`src/ata_pkg.sv`:
```
// ata_pkg: shared constants, types and the arctangent table for the tilt angle block
// no dependencies; imported by every module of the block

package ata_pkg;

	// sample and result formats
	localparam int SAMPLE_BITS     = 12;
	localparam int ANGLE_FRAC_BITS = 13;
	localparam int ANGLE_W         = ANGLE_FRAC_BITS + 2;

	// stream word widths, padded to whole bytes
	localparam int IN_DATA_W  = ((3 * SAMPLE_BITS + 7) / 8) * 8;
	localparam int OUT_DATA_W = ((ANGLE_W + 7) / 8) * 8;

	// sum of squares and its square root (root carries ROOT_PAD fraction bits)
	localparam int SQ_W     = 2 * SAMPLE_BITS;
	localparam int ROOT_PAD = 16;
	localparam int ROOT_W   = SAMPLE_BITS + ROOT_PAD;
	localparam int REM_W    = ROOT_W + 3;

	// cordic datapath; x/y grow by the cordic gain, angle accumulates in Q30
	localparam int CX_W         = SAMPLE_BITS + ROOT_PAD + 3;
	localparam int CORDIC_STEPS = 30;
	localparam int ACC_W        = 32;
	localparam int ACC_FRAC     = 30;
	localparam int RND_SH       = ACC_FRAC - ANGLE_FRAC_BITS;

	localparam logic [ACC_W-1:0] HALF_PI_Q30 = 32'd1686629713;
	localparam logic [ACC_W:0]   RND_HALF    = (ACC_W + 1)'(1) << (RND_SH - 1);
	localparam logic [ANGLE_W-1:0] ANGLE_LIM =
		ANGLE_W'((64'(HALF_PI_Q30) + (64'd1 << (RND_SH - 1))) >> RND_SH);

	// atan(2^-i) in Q30, truncated toward zero
	localparam logic signed [ACC_W-1:0] ATAN_Q30 [CORDIC_STEPS] = '{
		32'h3243F6A8, 32'h1DAC6705, 32'h0FADBAFC, 32'h07F56EA6, 32'h03FEAB76,
		32'h01FFD55B, 32'h00FFFAAA, 32'h007FFF55, 32'h003FFFEA, 32'h001FFFFD,
		32'h000FFFFF, 32'h0007FFFF, 32'h0003FFFF, 32'h0001FFFF, 32'h0000FFFF,
		32'h00007FFF, 32'h00003FFF, 32'h00001FFF, 32'h00000FFF, 32'h000007FF,
		32'h000003FF, 32'h000001FF, 32'h000000FF, 32'h0000007F, 32'h0000003F,
		32'h0000001F, 32'h0000000F, 32'h00000007, 32'h00000003, 32'h00000001
	};

	// queue between front and back (depth a power of two)
	localparam int FIFO_DEPTH = 4;
	localparam int FIFO_PTR_W = $clog2(FIFO_DEPTH);
	localparam int FIFO_CNT_W = $clog2(FIFO_DEPTH + 1);

	// classification of one sample
	typedef struct packed {
		logic neg;       // numerator negative
		logic zero_den;  // denominator is zero
		logic undef;     // numerator and denominator both zero
	} ata_flags_t;

	// one classified sample as queued for the back end
	typedef struct packed {
		logic [SQ_W-1:0]        sum;    // sum of the two denominator squares
		logic [SAMPLE_BITS-1:0] mag_n;  // numerator magnitude
		ata_flags_t             flags;
	} ata_item_t;

endpackage

```
`src/ata_fifo.sv`:
```
// ata_fifo: short flip-flop queue that decouples the front end from the back end
// depends on ata_pkg

module ata_fifo import ata_pkg::*; (
	input  logic      clk,
	input  logic      arst_n,
	input  logic      wr_vld,
	output logic      wr_rdy,
	input  ata_item_t wr_item,
	output logic      rd_vld,
	input  logic      rd_rdy,
	output ata_item_t rd_item
);

	ata_item_t               mem_q [FIFO_DEPTH];
	logic [FIFO_PTR_W-1:0]   wr_ptr_q, rd_ptr_q;
	logic [FIFO_CNT_W-1:0]   cnt_q;
	logic                    push, pop;

	assign wr_rdy  = cnt_q != FIFO_CNT_W'(FIFO_DEPTH);
	assign rd_vld  = cnt_q != '0;
	assign push    = wr_vld && wr_rdy;
	assign pop     = rd_vld && rd_rdy;
	assign rd_item = mem_q[rd_ptr_q];

	// pointers and fill count
	always_ff @(posedge clk or negedge arst_n) begin
		if (!arst_n) begin
			wr_ptr_q <= '0;
			rd_ptr_q <= '0;
			cnt_q    <= '0;
		end else begin
			if (push) wr_ptr_q <= wr_ptr_q + 1'b1;
			if (pop)  rd_ptr_q <= rd_ptr_q + 1'b1;
			unique case ({push, pop})
				2'b10:   cnt_q <= cnt_q + 1'b1;
				2'b01:   cnt_q <= cnt_q - 1'b1;
				default: cnt_q <= cnt_q;
			endcase
		end
	end

	// storage
	always_ff @(posedge clk) begin
		if (push) begin
			mem_q[wr_ptr_q] <= wr_item;
		end
	end

	a_cnt_range: assert property (@(posedge clk) disable iff (!arst_n)
		cnt_q <= FIFO_CNT_W'(FIFO_DEPTH))
		else $error("queue count beyond depth");

	a_cnt_up: assert property (@(posedge clk) disable iff (!arst_n)
		push && !pop |=> cnt_q == $past(cnt_q) + 1'b1)
		else $error("queue count missed a write");

	a_cnt_down: assert property (@(posedge clk) disable iff (!arst_n)
		pop && !push |=> cnt_q == $past(cnt_q) - 1'b1)
		else $error("queue count missed a read");

endmodule

```
`config.mk`:
```
export PLATFORM = sky130hd
export DESIGN_NAME = ata_fifo
export DESIGN_NICKNAME = d
export VERILOG_FILES = /design/src/ata_pkg.sv /design/src/ata_fifo.sv
export SDC_FILE = /design/constraint.sdc
export NUM_CORES = 1
export LEC_CHECK = 0
export BUFFER_PORTS_ARGS = -buffer_cell sky130_fd_sc_hd__clkbuf_2
export CORE_MARGIN = 3
export CORE_UTILIZATION = 50
export CTS_CLUSTER_SIZE = 16
export DETAILED_ROUTE_END_ITERATION = 8
export PLACE_DENSITY_LB_ADDON = 0.1
export RECOVER_POWER = 25
export SLEW_MARGIN = 40
export SYNTH_ARGS = -nofsm -noshare
export SYNTH_HDL_FRONTEND = slang
export SYNTH_SLANG_ARGS = --single-unit
```
`constraint.sdc`:
```
create_clock -name clk -period 2.1 [get_ports clk]
set_input_delay 0.42 -clock clk [delete_from_list [all_inputs] [get_ports clk]]
set_output_delay 0.42 -clock clk [all_outputs]
set_load 0.01 [all_outputs]
```
Yosys cells after proc, flatten, opt, wreduce, memory -nomap -nowiden
Memories as Yosys holds them, arrays and structs flattened.
Index checks and enable logic that the tools add are counted.
Operators by class
  $add $sub $neg: 4
  equal/unequal tests: 3
  reduce and logical (&&, ||, !) cells: 4
  mux-type cells: 3
Operators with widths (number)
  case mux 3 bit (2 select lines): 1
  adder 2 x 1 -> 2 bit (second input constant): 2
  adder 3 x 1 -> 3 bit (second input constant): 1
  inequality test 3 bit (second input constant): 1
  nonzero test 3 bit: 1
  subtractor 3 x 1 -> 3 bit (second input constant): 1
  == test 2 x 1 -> 1 bit (second input constant): 1
  == test 2 bit (second input constant): 1
  logical AND 1 bit: 2
  two-way mux 1 bit: 2
  nonzero test 2 bit: 1
Storage, ports and cells
  RAM bits: 156
  memories kept: 1
  logic and storage cells: 18
  bits in registers: 7
  bits of input ports: 43
Memory list
  mem_q: words 4, width 39, read ports 1, clocked after Yosys merged registers in 0, wr ports 1, RTL line ata_fifo.sv:15  | ata_item_t mem_q [FIFO_DEPTH];

Longest topological paths before layout
  depth in word-level cells: 4
  depth in mapped cells: 9

Least setup slack after synthesis
No wires, ideal clock.
  path type: reg2reg
  start: register cnt_q[0]
  end: register cnt_q[2]
  period minus slack after synthesis: 2.081 ns
  slack: 0.019 ns
  cell stages (with the launch flop): 10
  path buffers: 0
  setup time: 0.079 ns
  arrival time: 2.002 ns
  cells stage by stage: dfrtp_1 > or3b_4 > and2_4 > inv_1 > ha_1 > inv_1 > fa_1 > xor2_1 > nor2_1 > xor2_1
Between the ends
  word-level cells in the longest chain between the ends: 4
  elaborated cells between the ends (all ways): 10
  those cells by class: add/sub (2); eq/ne (3); mux (1); reduce/logical (4)
Ends and longest elaborated chain
  start, declared: RTL line ata_fifo.sv:17  | logic [FIFO_CNT_W-1:0] cnt_q;
  start signal, assigned: RTL line ata_fifo.sv:36  | 2'b10: cnt_q <= cnt_q + 1'b1;
  start signal, assigned: RTL line ata_fifo.sv:37  | 2'b01: cnt_q <= cnt_q - 1'b1;
  start signal, assigned: RTL line ata_fifo.sv:38  | default: cnt_q <= cnt_q;
  inequality test 3 bit (*): RTL line ata_fifo.sv:20  | assign wr_rdy = cnt_q != FIFO_CNT_W'(FIFO_DEPTH);
  named net wr_rdy: RTL line ata_fifo.sv:8  | output logic wr_rdy,
  logical AND 1 bit (*): RTL line ata_fifo.sv:22  | assign push = wr_vld && wr_rdy;
  == test 2 x 1 -> 1 bit / == test 2 bit (equally long branches): RTL line ata_fifo.sv:35  | unique case ({push, pop})
  case mux 3 bit (2 select lines) / nonzero test 2 bit (equally long branches)
The timed path passes the listed nets; every way through them passes the cells marked *.
A chain may end at the register's enable or synchronous reset.

==> results.py <==
metrics = {
    "global_routing": {
        "overflow": 0,
        "grt_pass1_vias": 2864,
        "grt_first_pass_wirelength_mm": 15.4,
        "grt_max_degree": 31,
        "grtUsageTotal": 0.161,
        "antenna_found_initial": 0,
    },
    "outcome": {
        "violations": "negative setup slack",
        "status": "finished, violations left",
    },
    "timing": {
        "fin_ws_ps": -51.4,
        "skew_ps": 3.51,
        "finalSetupViolations": 39,
        "fin_crit_sh": 1.02,
        "min_period_ps": 2150,
        "tightest_slew_ps": 406,
        "final_max_slew_viol_count": 0,
        "rsz0062_at_grt": "true",
        "timing.fmax_ghz": 0.465,
        "final_hold_viol_count": 0,
        "worst_slew_margin_rel": 0.729,
    },
    "die": {
        "die_area_mm2": 0.0134,
        "coreArea_mm2": 0.0116,
        "die_h_um": 116,
        "start_util": 0.520,
        "rows": 39,
        "die_x_um": 116,
        "ios": 84,
    },
    "yosys": {
        "ys_ff_latch": 163,
        "synthTopCellsByArea": "edfxtp_1 78%, mux4_2 15%, dfrtp_1 2.9%, ha_1 1.0%, and3_2 0.50%",
        "synth_nets": 290,
        "synth_edf_count": 156,
        "synth_area_mm2": 0.00604,
        "yosys_warnings": 0,
        "ys_seq_area_frac": 0.804,
        "synth_flop_cell": "edfxtp_1",
        "yosysTopAreaCell": "edfxtp_1",
        "synthDistinctLibCells": 20,
        "syn_area_per_cell_um2": 25.1,
        "ys_async_sr_fraction": 0.0429,
        "syn_inst": 241,
        "yosys.area.top_type_share": 0.775,
    },
    "setup_path": {
        "cp-start-kind": "flip-flop",
        "startpoint": "rd_ptr_q[0]$_DFFE_PN0P_",
        "crit_type": "reg -> out",
        "cpPeakStageDelay_ps": 540,
        "path_max_fanout": 21,
        "crit_chain": "buf_12 -> mux4_2 -> clkbuf_2",
        "r2r-start": "cnt_q[0]$_DFFE_PN0P_",
        "worstPathRequired_ps": 1680,
        "crit_path_end_kind": "output pin",
        "critPathSlowestCell": "mux4_2",
        "path_buf_inv": 2,
        "critPathTopFamily": "multiplexers",
        "arrival_ps": 1730,
    },
    "pwr": {
        "vdd_drop_max_mv": 0.773,
        "p_leak_nw": 2.55,
        "total_power_mw": 10.5,
        "p_per_area_mw_per_mm2": 1430,
    },
    "cts": {
        "cts_tree": "built",
        "cts_buffers": 17,
        "root_buffer": "clkbuf_16",
        "clk_pin_slew_ps": 60,
        "cts.sinks": 163,
        "clockBufferDepth": 2,
        "clk_latency_ps": 410,
        "htree_levels": 4,
    },
    "drt": {
        "ant_nets": 0,
        "wl_per_cell_um": 19.6,
        "drc": 0,
        "dr.pass1.iters": 4,
        "drt-initial-drc-count": 167,
        "avgViaCountPerCell": 5.37,
        "vias": 2725,
        "routed_wirelength_mm": 9.95,
    },
    "placed_design": {
        "port_buffers": 83,
        "gp_congestion": 0.705,
        "placed_area_mm2": 0.00676,
        "dp_hpwl_mm": 6.17,
    },
    "final_layout": {
        "synthToLayoutAreaGrowth_pct": 21.0,
        "fillers": 815,
        "mostFrequentLayoutCells": "156 x edfxtp_1, 58 x clkbuf_2, 39 x mux4_2",
        "design_area_mm2": 0.00731,
        "mostFrequentLayoutCell": "edfxtp_1",
        "drive_gt1_frac": 0.418,
        "nNetsFinal": 401,
        "diodes": 0,
    },
    "flow_run": {
        "cap_viol_max_count": 0,
    },
    "worst_hold_path": {
        "hp-start": "wr_item[38]",
        "hold_class": "in -> reg",
    },
}
-- synth_stat cells, types with 2 or more instances --
cell type / count
and3_2: 4
buf_1: 4
buf_2: 2
buf_4: 3
dfrtp_1: 7
edfxtp_1: 156
ha_1: 5
inv_1: 6
mux4_2: 39
xnor2_1: 3
xor2_1: 3
-- metrics by stage --
step	utilization	std cells	setup slack (ps)	hold WS [ps]	setup TNS (ps)
global placement	0.582	473	42.1	273	0
global route	0.630	507	-123	229	-3820
floorplan	-	241	18.7	124	0
CTS	0.629	506	-97.9	201	-2630
detailed placement	0.582	473	-12.8	276	-12.8
finish	0.630	507	-51.4	227	-975
-- where the power goes --
| part | switching (mW) | internal (mW) | leakage (nW) | total, mW |
|---|---|---|---|---|
| Sequential | 0.203 | 4.31 | 1.51 | 4.52 |
| Combinational | 1.61 | 1.58 | 0.778 | 3.19 |
| Clock | 1.07 | 1.72 | 0.259 | 2.78 |
| Total | 2.88 | 7.61 | 2.55 | 10.5 |
-- state kept, by name, indices dropped and copies added (netlist names) --
signal / count
mem_q: 156
rd_ptr_q: 2
wr_ptr_q: 2
cnt_q: 3
-- timing repair --
item	CTS	global route
endpoints found under the setup margin	40	41
setup buffers	1	1
endpoints found under the hold margin	7	0
gates resized for setup	2	8
hold buffers	1	0
pin swaps	2	5
-- final cells by class --
class | count | area [um2] | area share
flip-flops and latches | 163 | 4860 | 0.665
multi-input cells | 63 | 1130 | 0.155
repair buffers | 101 | 581 | 0.0794
clock buffers | 22 | 444 | 0.0607
well taps | 143 | 179 | 0.0245
clock inverters | 9 | 88.8 | 0.0121
inverters | 6 | 25.0 | 0.00342
-- path summary, 6_finish.rpt --
| path | endpoint | slack [ps] | cells after the start |
|---|---|---|---|
| setup / recovery | rd_item[8] | -50 | 3 |
| min in group asynchronous | cnt_q[1]$_DFFE_PN0P_ | 390 | 2 |
| hold reg to reg | cnt_q[0]$_DFFE_PN0P_ | 580 | 2 |
| hold / removal | mem_q[2][38]$_DFFE_PP_ | 230 | 1 |
| max in group asynchronous | rd_ptr_q[0]$_DFFE_PN0P_ | 1520 | 2 |
| setup reg to reg | cnt_q[2]$_DFFE_PN0P_ | 80 | 9 |
-- kinds of logic (layout without fill, tap and decap cells) --
family                   count (synthesis)  after routing  share of synthesized area
AO/OA/AOI/OAI                            1              1                    0.00166
XOR/XNOR                                 6              6                    0.00870
adder cells (fa/ha/maj)                  6              6                     0.0137
buffers and inverters                   15            138                     0.0116
flip-flops                             163            163                      0.804
multiplexers                            41             41                      0.149
AND/OR/NAND/NOR                          9              9                     0.0108
-- layer usage --
metal	track usage	vias to the layer above	wire (um)
li1	-	1235	-
met1	0.212	1414	4280
met2	0.252	62	5050
met3	0.0507	14	445
met4	0.0696	0	167
met5	0	-	0
Power figures use the tool's default switching activity.
