[src/ata_pkg.sv]
// ata_pkg: shared constants, types and the arctangent table for the tilt angle block
// no dependencies; imported by every module of the block

package ata_pkg;

	// sample and result formats
	localparam int SAMPLE_BITS     = 12;
	localparam int ANGLE_FRAC_BITS = 13;
	localparam int ANGLE_W         = ANGLE_FRAC_BITS + 2;

	// stream word widths, padded to whole bytes
	localparam int IN_DATA_W  = ((3 * SAMPLE_BITS + 7) / 8) * 8;
	localparam int OUT_DATA_W = ((ANGLE_W + 7) / 8) * 8;

	// sum of squares and its square root (root carries ROOT_PAD fraction bits)
	localparam int SQ_W     = 2 * SAMPLE_BITS;
	localparam int ROOT_PAD = 16;
	localparam int ROOT_W   = SAMPLE_BITS + ROOT_PAD;
	localparam int REM_W    = ROOT_W + 3;

	// cordic datapath; x/y grow by the cordic gain, angle accumulates in Q30
	localparam int CX_W         = SAMPLE_BITS + ROOT_PAD + 3;
	localparam int CORDIC_STEPS = 30;
	localparam int ACC_W        = 32;
	localparam int ACC_FRAC     = 30;
	localparam int RND_SH       = ACC_FRAC - ANGLE_FRAC_BITS;

	localparam logic [ACC_W-1:0] HALF_PI_Q30 = 32'd1686629713;
	localparam logic [ACC_W:0]   RND_HALF    = (ACC_W + 1)'(1) << (RND_SH - 1);
	localparam logic [ANGLE_W-1:0] ANGLE_LIM =
		ANGLE_W'((64'(HALF_PI_Q30) + (64'd1 << (RND_SH - 1))) >> RND_SH);

	// atan(2^-i) in Q30, truncated toward zero
	localparam logic signed [ACC_W-1:0] ATAN_Q30 [CORDIC_STEPS] = '{
		32'h3243F6A8, 32'h1DAC6705, 32'h0FADBAFC, 32'h07F56EA6, 32'h03FEAB76,
		32'h01FFD55B, 32'h00FFFAAA, 32'h007FFF55, 32'h003FFFEA, 32'h001FFFFD,
		32'h000FFFFF, 32'h0007FFFF, 32'h0003FFFF, 32'h0001FFFF, 32'h0000FFFF,
		32'h00007FFF, 32'h00003FFF, 32'h00001FFF, 32'h00000FFF, 32'h000007FF,
		32'h000003FF, 32'h000001FF, 32'h000000FF, 32'h0000007F, 32'h0000003F,
		32'h0000001F, 32'h0000000F, 32'h00000007, 32'h00000003, 32'h00000001
	};

	// queue between front and back (depth a power of two)
	localparam int FIFO_DEPTH = 4;
	localparam int FIFO_PTR_W = $clog2(FIFO_DEPTH);
	localparam int FIFO_CNT_W = $clog2(FIFO_DEPTH + 1);

	// classification of one sample
	typedef struct packed {
		logic neg;       // numerator negative
		logic zero_den;  // denominator is zero
		logic undef;     // numerator and denominator both zero
	} ata_flags_t;

	// one classified sample as queued for the back end
	typedef struct packed {
		logic [SQ_W-1:0]        sum;    // sum of the two denominator squares
		logic [SAMPLE_BITS-1:0] mag_n;  // numerator magnitude
		ata_flags_t             flags;
	} ata_item_t;

endpackage

[src/ata_front.sv]
// ata_front: accepts samples, selects numerator and denominator axes, squares and classifies
// depends on ata_pkg; feeds ata_fifo

module ata_front import ata_pkg::*; (
	input  logic                 clk,
	input  logic                 arst_n,
	input  logic                 s_tvalid,
	output logic                 s_tready,
	input  logic [IN_DATA_W-1:0] s_tdata,   // accel_x, accel_y, accel_z, zero pad
	input  logic [0:0]           s_tuser,   // opcode
	output logic                 wr_vld,
	input  logic                 wr_rdy,
	output ata_item_t            wr_item
);

	logic [SAMPLE_BITS-1:0] ax_x, ax_y, ax_z, num, den_a, num_mag;
	logic                   roll, adv;
	logic signed [2*SAMPLE_BITS-1:0] prod_a, prod_z;
	logic [SQ_W-1:0]        sum;

	logic                   vld_s1;
	logic [SQ_W-2:0]        sq_a_s1, sq_z_s1;
	logic [SAMPLE_BITS-1:0] mag_s1;
	logic                   neg_s1, nz_s1;

	logic                   vld_s2;
	ata_item_t              item_s2;

	// field unpack and axis selection
	assign ax_x  = s_tdata[0 +: SAMPLE_BITS];
	assign ax_y  = s_tdata[SAMPLE_BITS +: SAMPLE_BITS];
	assign ax_z  = s_tdata[2*SAMPLE_BITS +: SAMPLE_BITS];
	assign roll  = s_tuser[0];
	assign num   = roll ? ax_y : ax_x;
	assign den_a = roll ? ax_x : ax_y;

	// squares and numerator magnitude
	assign prod_a  = $signed(den_a) * $signed(den_a);
	assign prod_z  = $signed(ax_z) * $signed(ax_z);
	assign num_mag = num[SAMPLE_BITS-1] ? (~num + 1'b1) : num;

	// both stages move together unless a finished word waits on a full queue
	assign adv      = !vld_s2 || wr_rdy;
	assign s_tready = adv;

	assign sum = {1'b0, sq_a_s1} + {1'b0, sq_z_s1};

	always_ff @(posedge clk or negedge arst_n) begin
		if (!arst_n) begin
			vld_s1 <= 1'b0;
			vld_s2 <= 1'b0;
		end else if (adv) begin
			vld_s1 <= s_tvalid;
			vld_s2 <= vld_s1;
		end
	end

	// payload stages
	always_ff @(posedge clk) begin
		if (adv) begin
			sq_a_s1 <= prod_a[2*SAMPLE_BITS-2:0];
			sq_z_s1 <= prod_z[2*SAMPLE_BITS-2:0];
			mag_s1  <= num_mag;
			neg_s1  <= num[SAMPLE_BITS-1];
			nz_s1   <= num != '0;

			item_s2.sum            <= sum;
			item_s2.mag_n          <= mag_s1;
			item_s2.flags.neg      <= neg_s1;
			item_s2.flags.zero_den <= sum == '0;
			item_s2.flags.undef    <= (sum == '0) && !nz_s1;
		end
	end

	assign wr_vld  = vld_s2;
	assign wr_item = item_s2;

	// a word held back by the queue stays put
	a_hold_s2: assert property (@(posedge clk) disable iff (!arst_n)
		vld_s2 && !wr_rdy |=> vld_s2 && $stable(item_s2))
		else $error("front stage 2 changed while the queue was full");

endmodule

[config.mk]
export PLATFORM = sky130hd
export DESIGN_NAME = ata_front
export DESIGN_NICKNAME = d
export VERILOG_FILES = /design/src/ata_pkg.sv /design/src/ata_front.sv
export SDC_FILE = /design/constraint.sdc
export NUM_CORES = 1
export LEC_CHECK = 0
export BUFFER_PORTS_ARGS = -buffer_cell sky130_fd_sc_hd__buf_2
export CORE_AREA = 4 4 181 271
export DETAILED_ROUTE_END_ITERATION = 8
export DIE_AREA = 0 0 185 275
export GPL_TIMING_DRIVEN = 0
export HOLD_SLACK_MARGIN = 0.1
export PLACE_DENSITY = 0.56
export SETUP_SLACK_MARGIN = 0.4
export SYNTH_ARGS = -nofsm -noshare
export SYNTH_HDL_FRONTEND = slang
export SYNTH_SLANG_ARGS = --single-unit
[constraint.sdc]
create_clock -name clk -period 3.2 [get_ports clk]
set_input_delay 0.48 -clock clk [delete_from_list [all_inputs] [get_ports clk]]
set_output_delay 0.48 -clock clk [all_outputs]
set_load 0.1 [all_outputs]
# Yosys cells after proc, flatten, opt, wreduce, memory -nomap -nowiden
# Cells that the tools add are included.
# totals
ram_bits	0
memories	0
latch_bits	0
wordCells	27
register_bits	101
output_inout_bits	41
romBits	0
# classes
shift	0
n_reduce_logical	6
div_mod_pow	0
bitwise_logic	1
magnitude_cmp	0
mux	3
n_addsub	2
mul	2
eq_ne	0
# op_table
op	n
multiplier 12 x 12 -> 23 bit	2
adder 23 x 23 -> 24 bit	1
logical NOT 24 bit	1
2-to-1 mux 12 bit	2
adder 12 x 1 -> 12 bit, second input constant	1
NOT 12 bit	1
nonzero test 12 bit	1
2-to-1 mux 11 bit	1
logical NOT 1 bit	2
logical AND 1 bit	1
logical OR 1 bit	1

# Depth between registers and ports, before layout
# Gate-level depths: netlist of the first run.
# depth
word_depth	4
mapped_depth	26

# Least setup slack after synthesis of the first run
# OpenSTA, ideal clock, no wires.
# synth_timing
path_type	input -> register
startpoint	input port s_tuser
endpoint	register sq_a_s1[22] (data pin)
cell_stages	24
t_arrival_ns	6.716
t_required_ns	2.932
path_slack_ns	-3.784
cell_sequence	clkbuf_1 clkbuf_1 buf_1 mux2i_1 clkinv_1 nand2_1 inv_1 fa_1 inv_1 fa_1 fa_1 inv_1 fa_1 inv_1 fa_1 inv_1 ha_1 a21o_1 o2111ai_1 nand3_1 o41ai_1 o21ai_0 o41ai_1 xnor2_1
# synth_via
elab_chain_cells	2
# synth_rtl
element	line	source
start, declared	ata_front.sv:10	input logic [0:0] s_tuser,
2-to-1 mux 12 bit	ata_front.sv:35	assign den_a = roll ? ax_x : ax_y;
named net den_a[0]	ata_front.sv:16	logic [SAMPLE_BITS-1:0] ax_x, ax_y, ax_z, num, den_a, num_mag;
multiplier 12 x 12 -> 23 bit	ata_front.sv:38	assign prod_a = $signed(den_a) * $signed(den_a);
named net prod_a[22]	ata_front.sv:18	logic signed [2*SAMPLE_BITS-1:0] prod_a, prod_z;
end signal, assigned	ata_front.sv:61	sq_a_s1 <= prod_a[2*SAMPLE_BITS-2:0];
end, declared	ata_front.sv:22	logic [SQ_W-2:0] sq_a_s1, sq_z_s1;
# The timed path passes the listed nets, and every way through them passes these cells.
# A chain may end at the register's enable or synchronous reset.

# Worst setup path in the final report of the first run
# layout_timing
startpoint	input port s_tuser
endpoint	register sq_a_s1[21] (data pin)
# layout_via
elab_chain_cells	2
# layout_rtl
element	line
2-to-1 mux 12 bit	ata_front.sv:35
multiplier 12 x 12 -> 23 bit	ata_front.sv:38
named net prod_a[21]	ata_front.sv:18
# The timed path passes the listed nets, and every way through them passes these cells.

==> flow_summary_export.csv, run 1 <==
group,metric,value,unit
status,outcome,"finished, violations left",
status,violations,"setup timing",
cells_and_area,antenna_cells,0,
critical_path,slowest_delay,550,ps
grt,grt_pass1_vias,11300,
cells_and_area,layout-drive-gt1-share,30.8,%
routing,ant_nets,0,
logic_synthesis,yosysWarnings,0,
critical_path,critPathRequiredTime,3320,ps
timing,fin_ws,-2390,ps
floorplanning,core_area,46600,sq um
floorplanning,die_x,185,microns
cts,clk_pin_slew_worst_paths,70,ps
grt,grt-ovfl-total,0,
cts,cts_inserted_buffers,9,
floorplanning,io_pins,86,
critical_path,cp_max_fo,8,
routing,drc_errors,0,
floorplanning,die_y,275,microns
critical_path,worst_setup_path_start_kind,"primary input",
placed_design,dpl_cell_area,15700,sq um
cells_and_area,layout.nets,1981,
cts,clock_sinks,99,
logic_synthesis,syn-num-nets,1778,
timing,worst_pin_slew,1340,ps
logic_synthesis,syn_inst,1369,
logic_synthesis,synth_edf_count,97,
routing,post_drt_wl_per_cell,15.7,microns
routing,dr.first_iter.drc_count,394,
logic_synthesis,synth_top_area_share,33.9,%
timing,fin_crit,5590,ps
logic_synthesis,avgSynthCellArea,10.1,sq um
run,cap_violations,0,
routing,routed_wl,34.1,mm
placed_design,globalplace.congestion,0.829,
critical_path,critical_path_class,"in -> reg",
critical_path,rrSetupSlack,-190,ps
timing,finalClockSkew,15.7,ps
placed_design,numPortBuffers,79,
logic_synthesis,synth-async-reset-ratio,2.02,%
cells_and_area,area_growth,30.1,%
timing,hold_viol_final,0,
routing,route.vias.total,10000,
timing,slew_viol_final,0,
timing,setup_viol,38,
logic_synthesis,synth.most_common_cell,"inv_1",
logic_synthesis,syn-cell-area,13900,sq um
timing,finalCritPeriodShare,175,%
routing,vias_per_cell,4.62,
cts,clock_latency,380,ps
placed_design,hpwl,26.2,mm
critical_path,crit_path_frequent_cell,"fa_1",
logic_synthesis,netlist_top_cells_count,"inv_1, fa_1, ha_1, nand2_1, edfxtp_1",
critical_path,worstPathArrival,5710,ps
critical_path,cp_slowest_cell,"fa_1",
critical_path,crit_path_end_kind,"register",
critical_path,critPathTopFamily,"adder cells",
logic_synthesis,yosysSeqAreaShare,21.3,%
min_path,hold_path_class,"in -> reg",
cells_and_area,design_area,18100,sq um
cells_and_area,fill_cells,4613,
logic_synthesis,synth_ff_type,"edfxtp_1",
critical_path,crit_buf_inv,10,
floorplanning,rows,97,
floorplanning,design.die.area,50900,sq um
cts,root_buffer,"clkbuf_16",
cts,clk_path_buf_depth,2,
logic_synthesis,yosysUniqueCellTypes,60,
timing,fmax,0.179,GHz
grt,antenna_found_initial,0,
grt,grt_max_degree,51,
cts,cts_tree,"built",
placed_design,dp_slack,-3510,ps
timing,max_slew_margin,10.9,%
floorplanning,initial_utilization,29.8,%
routing,first_pass_iters,5,
logic_synthesis,synth_top_area_cell,"fa_1",
grt,grt_usage,13.9,%
logic_synthesis,synthTopCellsByArea,"fa_1, edfxtp_1, ha_1",
timing,rsz0062_at_grt,"true",
logic_synthesis,ys_seq_elements,99,
grt,grt_pass1_wl,56.0,mm
cts,htree_levels,3,
## state kept, by name, summed over array words and instances, names as in the netlist
register	cells
wr_vld	1
neg_s1	1
sq_z_s1	22
wr_item	39
nz_s1	1
mag_s1	12
vld_s1	1
sq_a_s1	22
## final cells by class
class | count | area, sq um | share of cell area, %
Sequential cell | 99 | 2960 | 16.4
Tap cell | 594 | 743 | 4.11
Inverter | 361 | 1420 | 7.85
Clock buffer | 9 | 225 | 1.25
Clock inverter | 7 | 66.3 | 0.367
Buffer | 22 | 400 | 2.22
Timing Repair Buffer | 191 | 1520 | 8.39
Multi-Input combinational cell | 888 | 10700 | 59.4
## kinds of logic after synthesis
family          count (synthesis)  synth area share (%)
compound gates                131                  6.26
xor+xnor                       75                  4.73
fa+ha+maj                     364                  45.5
buf+inv                       383                  10.4
flops                          99                  21.3
mux                            28                  2.06
simple gates                  289                  9.68
## cells in the final DEF (no fill, tap or decap), types with 19 or more instances in the layout
master / instances
buf_4: 74
a21oi_1: 19
edfxtp_1: 97
nor2_1: 64
xnor2_1: 55
buf_6: 34
inv_2: 45
inv_1: 304
ha_1: 87
ha_4: 36
fa_1: 221
nand2_1: 80
buf_2: 70
## per-stage QoR
step | cells | hold WS [ps] | TNS, ps | util, %
6_report | 2171 | 343 | -52950 | 38.8
5_1_grt | 2171 | 345 | -58110 | 38.8
4_1_cts | 2164 | 324 | -51900 | 38.1
3_5_place_dp | 2042 | 268 | -76260 | 33.8
3_3_place_gp | 2042 | 264 | -75510 | 33.8
2_1_floorplan | 1369 | 184 | -55290 | -
## per-layer routing
metal	track usage, %	up-vias	wire (microns)
met2	27.4	169	19600
met1	15.1	5129	12400
li1	-	4670	-
met3	1.47	53	1010
met5	0	-	0
met4	5.06	0	1060
## path summary, 6_finish.rpt
kind | from | to | depth (start not counted)
worst max-delay path | s_tuser | sq_a_s1[21]$_DFFE_PP_ | 25
worst min-delay path | s_tvalid | vld_s1$_DFFE_PN0P_ | 2
worst min register to register | mag_s1[11]$_SDFFCE_PP0P_ | wr_item[14]$_DFFE_PP_ | 0
worst max register to register | sq_a_s1[9]$_DFFE_PP_ | wr_item[0]$_DFFE_PP_ | 10
min in group asynchronous | arst_n | wr_vld$_DFFE_PN0P_ | 2
max in group asynchronous | arst_n | vld_s1$_DFFE_PN0P_ | 2
## what timing repair did
item,in CTS,in global routing
setup endpoints to repair,46,43
endpoints found under the hold margin,2,0
hold buffers,1,0
pin swaps,113,41
resized for setup,200,59
buffers inserted,104,7
cloned,1,0
## worst reg2reg max path, cell delays in order, from the launching register on
cell	delay (ps)
edfxtp_1	460
ha_4	250
buf_6	130
a21o_1	160
or2b_1	150
nand4b_1	90
or4_4	500
or4_4	430
or4_4	440
or4_4	500
nor3_2	140
Power of run 1 is left out: the tool's default activity adds up to more than one toggle a clock period on the data nets, which glitch-free logic cannot reach.
==> run 2: changes to the inputs <==
--- a/config.mk
+++ b/config.mk
@@ -5,10 +5,11 @@
 export SDC_FILE = /design/constraint.sdc
 export NUM_CORES = 1
 export LEC_CHECK = 0
+export ABC_AREA = 1
 export BUFFER_PORTS_ARGS = -buffer_cell sky130_fd_sc_hd__buf_2
-export CORE_AREA = 4 4 181 271
+export CORE_AREA = 4 4 185 276
 export DETAILED_ROUTE_END_ITERATION = 8
-export DIE_AREA = 0 0 185 275
+export DIE_AREA = 0 0 189 280
 export GPL_TIMING_DRIVEN = 0
 export HOLD_SLACK_MARGIN = 0.1
 export PLACE_DENSITY = 0.56
==> run 2 against run 1 <==
The run still ends with setup timing left. Register-to-register slack gained 980 ps. Fmax is 13% higher. Count of clock-buffer cells in the layout stayed put. Sequential share of layout area decreased by 1.5 points. Die area rose by 4.0%. Largest cell class unchanged.
==> flow_summary_export.csv, run 2 <==
group,metric,value,unit
status,outcome,"finished, violations left",
status,violations,"setup timing",
cells_and_area,layout.nets,2286,
logic_synthesis,yosysUniqueCellTypes,44,
floorplanning,design.die.area,52900,sq um
placed_design,numPortBuffers,80,
timing,max_slew_margin,48.5,%
logic_synthesis,ys_seq_elements,99,
logic_synthesis,avgSynthCellArea,8.96,sq um
cts,clk_pin_slew_worst_paths,70,ps
cells_and_area,antenna_cells,0,
floorplanning,die_y,280,microns
timing,finalClockSkew,10.3,ps
timing,slew_viol_final,0,
logic_synthesis,synthTopCellsByArea,"fa_1, edfxtp_1, inv_1",
floorplanning,core_area,48700,sq um
cells_and_area,largest_reg_flops,39,
cells_and_area,design_area,19900,sq um
critical_path,critical_path_class,"in -> reg",
critical_path,critPathTopFamily,"adder cells",
logic_synthesis,synth_ff_type,"edfxtp_1",
routing,vias_per_cell,4.39,
critical_path,worstPathArrival,5070,ps
grt,grt-ovfl-total,0,
cts,htree_levels,3,
routing,ant_nets,0,
routing,route.vias.total,11200,
floorplanning,die_x,189,microns
critical_path,cp_slowest_cell,"fa_1",
grt,grt_max_degree,102,
cells_and_area,final_common_cell,"inv_1",
logic_synthesis,synth_top_area_cell,"fa_1",
cells_and_area,most-common-layout-cells,"inv_1, fa_1, nand2_1, buf_4, edfxtp_1",
timing,finalCritPeriodShare,155,%
logic_synthesis,synth_edf_count,97,
cells_and_area,area_growth,38.1,%
logic_synthesis,synth_top_area_share,32.6,%
routing,dr.first_iter.drc_count,351,
grt,antenna_found_initial,0,
routing,routed_wl,36.6,mm
timing,fin_crit,4960,ps
cells_and_area,fill_cells,4618,
routing,drc_errors,0,
routing,post_drt_wl_per_cell,14.4,microns
floorplanning,rows,99,
cells_and_area,multi_input_area,11400,sq um
timing,hold_viol_final,0,
cts,clk_path_buf_depth,2,
min_path,hold_path_class,"in -> reg",
logic_synthesis,synth.most_common_cell,"inv_1",
cells_and_area,layout-drive-gt1-share,36.7,%
critical_path,crit_buf_inv,7,
cells_and_area,register_area,2960,sq um
cts,clock_latency,370,ps
placed_design,globalplace.congestion,0.852,
logic_synthesis,syn-num-nets,2019,
cts,root_buffer,"clkbuf_16",
critical_path,slowest_delay,560,ps
cells_and_area,post-route-util,40.9,%
cts,cts_tree,"built",
grt,grt_pass1_vias,12400,
placed_design,hpwl,28.1,mm
timing,worst_pin_slew,773,ps
critical_path,path_cells,"buf_12 -> buf_12 -> buf_12 -> o21ai_4 -> buf_6 -> nor2_4 -> fa_1 -> ha_4 -> inv_2 -> fa_1 -> fa_1 -> fa_1 -> inv_2 -> ha_4 -> a21oi_2 -> nand2_2 -> a21oi_4 -> o21ai_4 -> a21boi_2 -> o21ai_2 -> buf_4 -> xor2_1",
grt,grt_pass1_wl,59.3,mm
logic_synthesis,syn-cell-area,14400,sq um
routing,first_pass_iters,4,
timing,rsz0062_at_grt,"true",
cts,clock_sinks,99,
logic_synthesis,netlist_top_cells_count,"inv_1, nand2_1, fa_1, ha_1, edfxtp_1",
critical_path,critPathRequiredTime,3310,ps
logic_synthesis,yosysSeqAreaShare,20.5,%
timing,fmax,0.202,GHz
critical_path,worst_setup_path_start_kind,"primary input",
cts,cts_inserted_buffers,9,
floorplanning,initial_utilization,29.6,%
grt,grt_usage,13.9,%
timing,setup_viol,35,
logic_synthesis,syn_inst,1610,
critical_path,cp_max_fo,6,
timing,fin_ws,-1760,ps
run,cap_violations,0,
floorplanning,io_pins,86,
logic_synthesis,synth-async-reset-ratio,2.02,%
placed_design,dpl_cell_area,16600,sq um
logic_synthesis,yosysWarnings,0,
critical_path,crit_path_frequent_cell,"fa_1",
critical_path,crit_path_end_kind,"register",
[run 2: changes by cell type in the layout (fill, tap and decap cells not counted), moves of 23 or more]
cell / before / now
buf_6: 34 / 58
inv_2: 45 / 70
buf_4: 74 / 112
xor2_1: 18 / 41
xnor2_1: 55 / 14
nand2_1: 80 / 185
nand2_2: 9 / 73
inv_1: 304 / 392
[run 2: final timing paths]
| kind | from | end | slack (ps) | cells past startpoint |
|---|---|---|---|---|
| setup / recovery | s_tuser | sq_a_s1[16]$_DFFE_PP_ | -1760 | 22 |
| hold / removal | s_tvalid | vld_s1$_DFFE_PN0P_ | 330 | 3 |
| setup reg to reg | sq_a_s1[9]$_DFFE_PP_ | wr_item[0]$_DFFE_PP_ | 790 | 12 |
| hold reg to reg | mag_s1[5]$_DFFE_PP_ | wr_item[8]$_DFFE_PP_ | 420 | 0 |
| max in group asynchronous | arst_n | wr_vld$_DFFE_PN0P_ | 2690 | 2 |
| min in group asynchronous | arst_n | vld_s1$_DFFE_PN0P_ | 420 | 2 |
[run 2: metal layers]
metal / part of all wire [%] / track usage (%) / up-vias
met5: 0 / 0 / -
met4: 3.2 / 5.50 / 0
met3: 2.3 / 1.29 / 66
met2: 58 / 28.1 / 184
met1: 36 / 14.6 / 5556
li1: - / - / 5345
[run 2: per-stage QoR]
step                      setup WS, ps  instances  hold WS (ps)  setup TNS [ps]
final                            -1760       2538           325          -44070
after floorplan                  -1850       1610           184          -44820
after global routing             -1930       2538           336          -48520
after detailed placement         -2360       2346           265          -63010
after CTS                        -1710       2490           308          -43060
after global placement           -2370       2346           265          -62610
[run 2: worst reg2reg max path: stages (launching register included)]
cell and delay, ps:
edfxtp_1 430, ha_1 380, nand2_1 140, inv_1 70, a21oi_1 290, nand4_1 140
nand2_1 150, nand2_2 70, nor2_2 150, nand3_1 110, nor2_1 100, nand4_1 130
nor2_1 110
[run 2: area by class of cell]
class / count / area share [%]
flip-flops and latches: 99 / 14.9
multi-input cells: 1012 / 57.1
clock buffers: 9 / 1.13
well taps: 656 / 4.12
inverters: 479 / 9.36
plain buffers: 20 / 2.11
clock inverters: 7 / 0.427
repair buffers: 256 / 10.9
[run 2: kinds of logic (layout without fill, tap and decap cells)]
family                     after synthesis  count (layout)  share of synthesized area, %
xor gates and xnor gates                65              65                          3.95
and+or+nand+nor                        458             458                          13.4
adders and majority gates              364             364                          43.8
DFF                                     99              99                          20.5
AOI/OAI and AO/OA                      122             122                          4.95
muxes                                    3               3                         0.208
buffers and inverters                  499             771                          13.1
[run 2: timing repair]
item | CTS | global route
setup endpoints to repair | 38 | 38
pin swaps | 144 | 124
endpoints found under the hold margin | 2 | 0
gates resized for setup | 244 | 162
setup buffers | 126 | 48
gates cloned | 1 | 0
hold buffers | 1 | 0
Power of run 2 is left out for the same reason.
==> run 3: changes to the inputs <==
--- a/config.mk
+++ b/config.mk
@@ -10,9 +10,8 @@
 export CORE_AREA = 4 4 185 276
 export DETAILED_ROUTE_END_ITERATION = 8
 export DIE_AREA = 0 0 189 280
-export GPL_TIMING_DRIVEN = 0
 export HOLD_SLACK_MARGIN = 0.1
-export PLACE_DENSITY = 0.56
+export PLACE_DENSITY = 0.55
 export SETUP_SLACK_MARGIN = 0.4
 export SYNTH_ARGS = -nofsm -noshare
 export SYNTH_HDL_FRONTEND = slang
==> constraint.sdc (replaced) <==
create_clock -name clk -period 5.1 [get_ports clk]
set_input_delay 0.765 -clock clk [delete_from_list [all_inputs] [get_ports clk]]
set_output_delay 0.765 -clock clk [all_outputs]
set_load 0.1 [all_outputs]
==> run 3 against run 2 <==
The run still ends with setup timing left. Die area did not move. Highest routed layer unchanged. Core utilization fell by 0.33 points. Critical path depth grew 1. Worst hold slack worse by 150 ps. Global-route usage is 0.79 points lower. Count of clock-buffer cells in the layout unchanged. Via count up 0.29%.
==> flow_summary_export.csv, run 3 (synthesis gave the netlist of run 2 again) <==
group,metric,value,unit
cells_and_area,most-common-layout-cells,"inv_1, buf_4, fa_1, nand2_1, edfxtp_1",
critical_path,reg2reg_depth,13,
cells_and_area,final_common_cell,"inv_1",
timing,fmax,0.192,GHz
grt,grt-ovfl-total,0,
cells_and_area,largest_reg_flops,39,
routing,post_drt_wl_per_cell,12.9,microns
placed_design,dp_slack,-649,ps
cells_and_area,layout-drive-gt1-share,34.7,%
cells_and_area,antenna_cells,0,
timing,hold_slack,172,ps
critical_path,crit_path_end_kind,"register",
timing,hold_viol_final,0,
cts,clock_latency,370,ps
timing,setup_viol,6,
critical_path,worst_setup_path_start_kind,"primary input",
placed_design,hpwl,28.6,mm
critical_path,cp_slowest_cell,"fa_1",
critical_path,cp_max_fo,6,
floorplanning,initial_utilization,29.6,%
status,outcome,"finished, violations left",
cells_and_area,area_growth,37.0,%
critical_path,crit_cells,23,
routing,dr.first_iter.drc_count,308,
cts,hold_buffers,0,
grt,grt_pass1_vias,12300,
cts,cts_tree,"built",
critical_path,path_cells,"buf_12 -> buf_12 -> buf_8 -> o21ai_4 -> buf_12 -> nor2_4 -> fa_1 -> inv_1 -> fa_1 -> fa_1 -> inv_2 -> fa_1 -> inv_1 -> fa_1 -> inv_2 -> ha_4 -> a21oi_4 -> o21ai_4 -> a21boi_2 -> o21ai_2 -> nand2_1 -> nand2_1 -> xor2_1",
run,cap_violations,0,
timing,max_slew_margin,40.9,%
cells_and_area,layout.nets,2365,
floorplanning,die_y,280,microns
routing,route.vias.total,11200,
timing,rsz0062_at_grt,"true",
cts,clk_pin_slew_worst_paths,80,ps
grt,grt_max_degree,72,
cts,cts_inserted_buffers,9,
timing,worst_pin_slew,886,ps
status,violations,"setup timing",
grt,antenna_found_initial,0,
critical_path,critPathTopFamily,"adder cells",
timing,finalClockSkew,14.5,ps
floorplanning,die_x,189,microns
floorplanning,core_area,48700,sq um
critical_path,critical_path_class,"in -> reg",
timing,fin_ws,-117,ps
timing,fin_crit,5220,ps
routing,vias_per_cell,4.27,
floorplanning,io_pins,86,
cts,clk_path_buf_depth,2,
grt,grt_pass1_wl,56.9,mm
placed_design,globalplace.congestion,0.845,
grt,grt_usage,13.1,%
critical_path,critPathRequiredTime,5230,ps
routing,ant_nets,0,
routing,drc_errors,0,
placed_design,numPortBuffers,81,
timing,finalCritPeriodShare,102,%
routing,first_pass_iters,5,
min_path,hold_path_class,"in -> async",
floorplanning,rows,99,
critical_path,crit_path_frequent_cell,"fa_1",
timing,slew_viol_final,0,
cts,htree_levels,3,
floorplanning,design.die.area,52900,sq um
critical_path,slowest_delay,530,ps
critical_path,crit_buf_inv,8,
cts,root_buffer,"clkbuf_16",
critical_path,worstPathArrival,5350,ps
cts,clock_sinks,99,
routing,routed_wl,33.9,mm
-- run 3: changes by cell type in the layout (fill, tap and decap cells not counted), moves of 18 or more --
cell     delta
inv_1      +24
nand2_1    +26
ha_1       +19
ha_4       -19
buf_6      -24
inv_2      -18
nand2_2    -20
buf_4     +115
-- run 3: area by class of cell --
type / instances / area [sq um]
clock buffers: 9 / 225
clock inverters: 7 / 68.8
fillers: 4741 / 28900
inverters: 479 / 1830
multi-input cells: 1012 / 10900
flip-flops and latches: 99 / 2960
well taps: 656 / 821
repair buffers: 355 / 2970
-- run 3: timing repair --
| item | 4_1_cts | 5_1_grt |
|---|---|---|
| endpoints found under the setup margin | 23 | 24 |
| gates resized for setup | 150 | 143 |
| cloned | 3 | 2 |
| buffers inserted | 33 | 25 |
| pin swaps | 79 | 83 |
| endpoints found under the hold margin | 0 | 0 |
-- run 3: path summary, 6_finish.rpt --
| path | endpoint | from | slack [ps] |
|---|---|---|---|
| worst max-delay path | sq_a_s1[18]$_DFFE_PP_ | s_tuser | -120 |
| worst min-delay path | wr_vld$_DFFE_PN0P_ | arst_n | 170 |
| worst max register to register | wr_item[0]$_DFFE_PP_ | sq_a_s1[14]$_DFFE_PP_ | 2520 |
| worst min register to register | wr_item[7]$_DFFE_PP_ | mag_s1[4]$_DFFE_PP_ | 420 |
| max in group asynchronous | vld_s1$_DFFE_PN0P_ | arst_n | 4830 |
| min in group clk | wr_item[7]$_DFFE_PP_ | mag_s1[4]$_DFFE_PP_ | 420 |
-- run 3: metrics by stage --
step | util (%) | std cells | cell area (sq um) | setup TNS, ps
2_1_floorplan | - | 1610 | 15200 | -1360
3_3_place_gp | 36.6 | 2538 | 17800 | -6790
3_5_place_dp | 36.6 | 2538 | 17800 | -7700
4_1_cts | 39.0 | 2590 | 19000 | -110
5_1_grt | 40.6 | 2617 | 19800 | -1420
6_report | 40.6 | 2617 | 19800 | -244
-- run 3: metal layers --
| metal | global-route usage [%] | wire length (microns) | up-vias |
|---|---|---|---|
| met1 | 14.7 | 12900 | 5530 |
| met3 | 1.57 | 778 | 35 |
| met4 | 3.33 | 604 | 0 |
| met2 | 26.0 | 19600 | 101 |
| li1 | - | - | 5517 |
| met5 | 0 | 0 | - |
Power of run 3 is left out for the same reason.
